==> src/hdl/dwt_pkg.sv <==
package dwt_pkg;

	localparam int SAMPLE_W    = 16;
	localparam int POS_W       = 10;
	localparam int LEN_W       = 11;
	localparam int ORDER_W     = 2;
	localparam int COEF_W      = 18;
	localparam int PROD_W      = COEF_W + SAMPLE_W;
	localparam int ACC_W       = 36;
	localparam int TAP_W       = 4;
	localparam int BIT_W       = 4;
	localparam int CFG_INDEX_W = 2;
	localparam int CFG_DATA_W  = 11;
	localparam int MAX_LENGTH  = 1024;
	localparam int COEF_COUNT  = 28;
	localparam int COEF_ADDR_W = 5;

	localparam logic MODE_LOAD    = 1'b0;
	localparam logic MODE_COMPUTE = 1'b1;

	localparam logic [CFG_INDEX_W-1:0] REG_FILTER_ORDER  = 2'd0;
	localparam logic [CFG_INDEX_W-1:0] REG_SIGNAL_LENGTH = 2'd1;

	typedef struct packed {
		logic                       mode;
		logic [POS_W-1:0]           position;
		logic signed [SAMPLE_W-1:0] sample;
	} in_item_t;

	typedef struct packed {
		logic signed [ACC_W-1:0] approximation;
		logic signed [ACC_W-1:0] detail;
		logic [POS_W-1:0]        at_position;
	} out_item_t;

	typedef struct packed {
		logic valid;
		logic first;
		logic last;
	} tap_ctrl_t;

	typedef enum logic [2:0] {
		ST_IDLE,
		ST_MOD,
		ST_STORE,
		ST_TAPS,
		ST_DRAIN
	} state_t;

	// Q2.16 scaling coefficients, rounded half away from zero.
	// D4 from 0, D6 from 4, D8 from 10, D10 from 18.
	localparam logic signed [COEF_W-1:0] COEF_TABLE [COEF_COUNT] = '{
		18'sd31651,  18'sd54822,  18'sd14689,  -18'sd8481,
		18'sd21802,  18'sd52880,  18'sd30139,  -18'sd8848,  -18'sd5599,  18'sd2309,
		18'sd15098,  18'sd46848,  18'sd41345,  -18'sd1834,  -18'sd12258, 18'sd2021,
		18'sd2155,   -18'sd695,
		18'sd10492,  18'sd39573,  18'sd47468,  18'sd9072,   -18'sd15879, -18'sd2113,
		18'sd5084,   -18'sd409,   -18'sd824,   18'sd219
	};

	localparam logic [COEF_ADDR_W-1:0] COEF_BASE [4] = '{5'd0, 5'd4, 5'd10, 5'd18};

	function automatic logic [TAP_W-1:0] tap_count(input logic [ORDER_W-1:0] order);
		return TAP_W'(4) + {1'b0, order, 1'b0};
	endfunction

	function automatic logic signed [COEF_W-1:0] coef_at(input logic [ORDER_W-1:0] order,
			input logic [TAP_W-1:0] tap);
		logic [COEF_ADDR_W-1:0] addr;
		addr = COEF_BASE[order] + COEF_ADDR_W'(tap);
		if (addr < COEF_ADDR_W'(COEF_COUNT)) begin
			return COEF_TABLE[addr];
		end
		return '0;
	endfunction

endpackage

==> src/hdl/dwt_tap_unit.sv <==
// Shared multiply-accumulate for both filter branches: product stage, then accumulate.
module dwt_tap_unit (
	input  logic                                clk,
	input  logic                                arst_n,
	input  dwt_pkg::tap_ctrl_t                  ctrl_s1,
	input  logic signed [dwt_pkg::SAMPLE_W-1:0] sample_s1,
	input  logic signed [dwt_pkg::COEF_W-1:0]   coef_a_s1,
	input  logic signed [dwt_pkg::COEF_W-1:0]   coef_d_s1,
	output logic signed [dwt_pkg::ACC_W-1:0]    approx,
	output logic signed [dwt_pkg::ACC_W-1:0]    detail,
	output logic                                done
);

	localparam int EXT_W = dwt_pkg::ACC_W - dwt_pkg::PROD_W;

	dwt_pkg::tap_ctrl_t                 ctrl_s2;
	logic signed [dwt_pkg::PROD_W-1:0]  prod_a_s2;
	logic signed [dwt_pkg::PROD_W-1:0]  prod_d_s2;
	logic signed [dwt_pkg::ACC_W-1:0]   acc_a_q;
	logic signed [dwt_pkg::ACC_W-1:0]   acc_d_q;
	logic                               done_q;

	always_ff @(posedge clk or negedge arst_n) begin
		if (!arst_n) begin
			ctrl_s2 <= '0;
			done_q  <= 1'b0;
		end else begin
			ctrl_s2 <= ctrl_s1;
			done_q  <= ctrl_s2.valid && ctrl_s2.last;
		end
	end

	always_ff @(posedge clk) begin
		if (ctrl_s1.valid) begin
			prod_a_s2 <= coef_a_s1 * sample_s1;
			prod_d_s2 <= coef_d_s1 * sample_s1;
		end
		if (ctrl_s2.valid) begin
			acc_a_q <= (ctrl_s2.first ? '0 : acc_a_q) + {{EXT_W{prod_a_s2[dwt_pkg::PROD_W-1]}}, prod_a_s2};
			acc_d_q <= (ctrl_s2.first ? '0 : acc_d_q) + {{EXT_W{prod_d_s2[dwt_pkg::PROD_W-1]}}, prod_d_s2};
		end
	end

	assign approx = acc_a_q;
	assign detail = acc_d_q;
	assign done   = done_q;

endmodule

==> config.mk <==
export PLATFORM = sky130hd
export DESIGN_NAME = dwt_tap_unit
export DESIGN_NICKNAME = d
export VERILOG_FILES = /design/src/hdl/dwt_pkg.sv /design/src/hdl/dwt_tap_unit.sv
export SDC_FILE = /design/constraint.sdc
export NUM_CORES = 2
export LEC_CHECK = 0
export BUFFER_PORTS_ARGS = -buffer_cell sky130_fd_sc_hd__buf_2
export CELL_PAD_IN_SITES_DETAIL_PLACEMENT = 0
export CELL_PAD_IN_SITES_GLOBAL_PLACEMENT = 1
export CORE_MARGIN = 2
export CORE_UTILIZATION = 55
export DETAILED_ROUTE_END_ITERATION = 8
export GPL_TIMING_DRIVEN = 0
export PLACE_DENSITY = 0.88
export SYNTH_ARGS = -nofsm -noshare
export SYNTH_HDL_FRONTEND = slang
export SYNTH_SLANG_ARGS = --single-unit
==> constraint.sdc <==
create_clock -name clk -period 7 [get_ports clk]
set_input_delay 0.7 -clock clk [delete_from_list [all_inputs] [get_ports clk]]
set_output_delay 0.7 -clock clk [all_outputs]
set_load 0.03 [all_outputs]
After elaboration in Yosys (flattened, before gate mapping) --
Index checks and enable logic that the tools add are counted.
Cells by class: add/sub/neg operators 2, multiply operators 2, mux-type cells 2, reduce and logical (&&, ||, !) cells 1
Operators with widths (count):
- $add A36 B36 Y36 | 2
- $mux W36 | 2
- $mul A18 B16 Y34 | 2
- $logic_and A1 B1 Y1 | 1
Word-level totals: bits in registers 144, input bits 57, output and inout port bits 73, logic and storage cells 15

Longest topological paths before layout --
word-level depth 2, gate-level depth with buffers 25, depth with buffers taken out 22

Worst setup path after synthesis --
No wires, ideal clock.
path kind in2reg, from input port sample_s1[1] (netlist name), to register prod_d_s2[32] (netlist name) (data pin), library setup time 256 ps, arrival time 6512 ps, data required time 6744 ps, path slack 232 ps, stages 22, buffers on the path 3, cell sequence clkbuf_1 clkbuf_1 nand2_1 fa_1 fa_1 fa_1 inv_1 fa_1 fa_1 inv_1 fa_1 inv_1 ha_1 clkbuf_1 a21oi_1 o21ai_0 a21boi_0 o41ai_1 a2111oi_0 a211oi_1 or4_1 and4_1
Between the ends: longest elaborated chain between the ends 1
Ends and longest elaborated chain:
- from (decl) | line dwt_tap_unit.sv:6 | input logic signed [dwt_pkg::SAMPLE_W-1:0] sample_s1,
- $mul A18 B16 Y34 | line dwt_tap_unit.sv:36 | prod_d_s2 <= coef_d_s1 * sample_s1;
- to (signal assigned) | line dwt_tap_unit.sv:36
- to (decl) | line dwt_tap_unit.sv:18 | logic signed [dwt_pkg::PROD_W-1:0] prod_d_s2;
Every way passes these cells. A chain may end at the register's enable or synchronous reset.

Final worst setup path --
from input port sample_s1[5] (netlist name), to register prod_a_s2[33] (netlist name) (data pin)
Between the ends: longest elaborated chain between the ends 1
Ends and longest elaborated chain:
- $mul A18 B16 Y34 | line dwt_tap_unit.sv:35 | prod_a_s2 <= coef_a_s1 * sample_s1;
- to (signal assigned) | line dwt_tap_unit.sv:35
- to (decl) | line dwt_tap_unit.sv:17 | logic signed [dwt_pkg::PROD_W-1:0] prod_a_s2;
Every way passes these cells.

==> summary.txt <==
Yosys
  • Register area share after synthesis: 0.144
  • Complex-gate fraction of the synthesized area: 0.0743
  • Largest family of logic cells by synthesized area: adder cells
  • Yosys cell types: 74
  • Syn. warnings: 0
  • Multiplexer area fraction after synthesis: 0.000334
  • Simple-gate share of the synthesized area: 0.157
  • Post-Syn Area: 30000 µm²
  • Mapped Cells: between 3000 and 4000
  • Ys async rst share: 0.0278
  • Adder-Cell Fraction of Synth Area: 0.490
  • XOR/XNOR Fraction of Synth Area: 0.0374
  • Most used DFF post-synth: edfxtp_1
  • Mapped Avg Cell Area: 9.56 µm²
  • Number of synthesized flops with an enable pin: 140
  • Mapped Nets: about 4000
  • Number of register bits inferred by synthesis: 144

Placed design
  • Dpl hpwl: between 60000 and 70000 µm
  • Dpl cells: 3953
  • Buffers on Ports: approximately 120
  • Routability-driven placement congestion ratio: roughly 0.9
  • Dpl ws: -1.50 ns

Clocking
  • Root Buffer: clkbuf_16
  • Number of buffers created by CTS: 17
  • CTS Sinks: ~140
  • CTS Buffer Depth: 2
  • Clk Latency, worst-skew pair: roughly 0.5 ns
  • H-tree Lvls: 4
  • Clock-pin slew of the registers on the worst-case setup and hold paths: 0.06 ns
  • CTS tree: yes

Critical path
  • Worst-path cell chain: buf_2 -> buf_2 -> and2_1 -> fa_1 -> inv_1 -> fa_1 -> fa_1 -> inv_1 -> fa_1 -> fa_1 -> fa_1 -> ha_1 -> clkbuf_1 -> a211oi_1 -> o21ai_0 -> a22o_1 -> or3_1 -> o221ai_2 -> a22oi_2 -> a221o_1 -> a21oi_1 -> xnor2_1
  • Most frequent CP cell: fa_1
  • Data required time at the worst endpoint: about 7.2 ns
  • Crit. End Element: flip-flop
  • Buf+Inv Stages, Crit Path: 5
  • Crit-path max cell delay: about 0.53 ns
  • Critical setup path kind: in -> reg
  • Delay-heaviest family, CP: adder cells
  • CP Data Arrival Time: between 7 and 8 ns
  • Slowest CP cell: fa_1
  • Crit-path max FO: 10
  • Worst setup SP type: input pin

Global route
  • Grt total ovfl: 0
  • Met2 Usage GRT: 0.453
  • All-Layer GR Usage: 0.280
  • GRT busiest layer: met2
  • Met3 Use GR: 0.0668
  • GR Layer Usage met1: 0.376
  • Global-route wire length before repair: around 120000 µm
  • Number of global-route vias before repair: about 23000
  • Pin count of the biggest net entering global routing: 70
  • Initial antenna violation count: 6

Drt
  • Drt first pass iters: 5
  • Drc violations: 0
  • DR vias/cell: about 5.5
  • Post-route ant nets: 0
  • Initial drt markers: approximately 1300
  • Total Wirelength: around 74000 µm
  • Mean routed wirelength per cell: 18.6 µm
  • Vias: 22082

Cells and area
  • Fraction of layout cells with a size suffix above 1: 0.0791
  • Final core utilization: 0.600
  • Most frequent cells in the layout: 665 x inv_1, 580 x fa_1, 318 x nand2_1, 284 x and2_1, 242 x ha_1
  • Commonest non-fill, non-tap cell in the layout: inv_1
  • Non-Filler Instances: approximately 4000
  • Area growth syn-to-layout: 7.71%
  • Layout Nets: 4156

Timing
  • Pins Over Slew Limit: 0
  • Peak Freq: between 100 and 150 MHz
  • Post-layout min period: just under 7 ns
  • Final Hold Viols: 0
  • Fin crit share: 0.973
  • Slew @ Worst Pin: roughly 1 ns
  • Slew Limit Headroom: 0.331
  • Skew final: ~0.015 ns
  • Final Setup Violations: 0
  • Final setup margin: 0.190 ns
  • Setup TNS: 0 ns

Floorplan
  • Starting Density: 0.557
  • Width of the die: between 200 and 250 µm
  • Die ar.: approximately 56000 µm²
  • Core Region: 53800 µm²
  • Die Y: 237 µm
  • Rows: between 80 and 90
  • Boundary pin count: between 100 and 150

Run
  • Max cap viols: 0

Min path
  • Hold Path Class: in -> reg

Run status
  • Status: completed
==> kinds of logic (layout without fill, tap and decap cells) <==
logic type / count (synthesis) / in the layout
muxes: 1 / 1
AOI/OAI and AO/OA: 338 / 338
xor gates and xnor gates: 128 / 128
DFF: 144 / 144
and+or+nand+nor: 920 / 920
other: 0 / 4
buffers and inverters: 781 / 933
adders and majority gates: 824 / 824
==> cell usage after synthesis, types with 29 or more instances <==
cell type    n  area, µm²
inv_1      665       2500
fa_1       582      11700
nand2_1    318       1190
and2_1     284       1780
ha_1       242       3030
edfxtp_1   140       4200
clkbuf_1   113        424
a21oi_1    102        510
xnor2_1     96        841
nor2_1      88        330
nor2b_1     79        494
o21ai_0     60        300
a21o_1      47        353
nor3_1      32        160
xor2_1      32        280
nand2b_1    29        181
==> per-stage QoR <==
step,hold slack (ns),cell area (µm²)
global route,0.309,32300
global placement,0.443,31400
CTS,0.299,32100
floorplan,0.404,30000
detailed placement,0.449,31500
finish,0.322,32300
==> what timing repair did <==
item,CTS,global route
hold buffers,1,0
endpoints found under the hold margin,4,0
buffers inserted,0,1
endpoints found under the setup margin,16,15
gates resized for setup,53,110
pin swaps,0,2
==> registers in the layout (all words and copies together) (netlist names) <==
name,cells
ctrl_s2,3
prod_a_s2,34
prod_d_s2,34
approx,36
detail,36
done,1
==> path summary, 6_finish.rpt <==
check | start | endpoint | slack (ns) | cells after the start
setup / recovery | sample_s1[5] | prod_a_s2[33]$_DFFE_PP_ | 0.19 | 22
hold / removal | ctrl_s1[1] | ctrl_s2[1]$_DFF_PN0_ | 0.32 | 1
setup reg to reg | ctrl_s2[1]$_DFF_PN0_ | detail[35]$_DFFE_PP_ | 2.07 | 13
hold reg to reg | ctrl_s2[0]$_DFF_PN0_ | done$_DFF_PN0_ | 0.47 | 1
max in group asynchronous | arst_n | ctrl_s2[2]$_DFF_PN0_ | 6.32 | 2
min in group asynchronous | arst_n | ctrl_s2[1]$_DFF_PN0_ | 0.55 | 2
==> layer usage <==
metal | share of wire | vias up
li1 | - | 9991
met1 | 0.42 | 11378
met2 | 0.48 | 616
met3 | 0.077 | 97
met4 | 0.024 | 0
met5 | 0 | -
==> area by class of cell <==
type / instances / area (µm²)
sequential: 144 / 4310
fill: 4768 / 21500
timing repair buffer: 123 / 663
antenna: 4 / 10.0
clock buffer: 18 / 429
multi-input combinational: 2211 / 22800
inverter: 666 / 2500
tap: 696 / 871
buffer: 112 / 557
clock inverter: 14 / 119
Power is not shown: default switching activity piles up to over one toggle a cycle in this logic, so the estimate is an artifact.
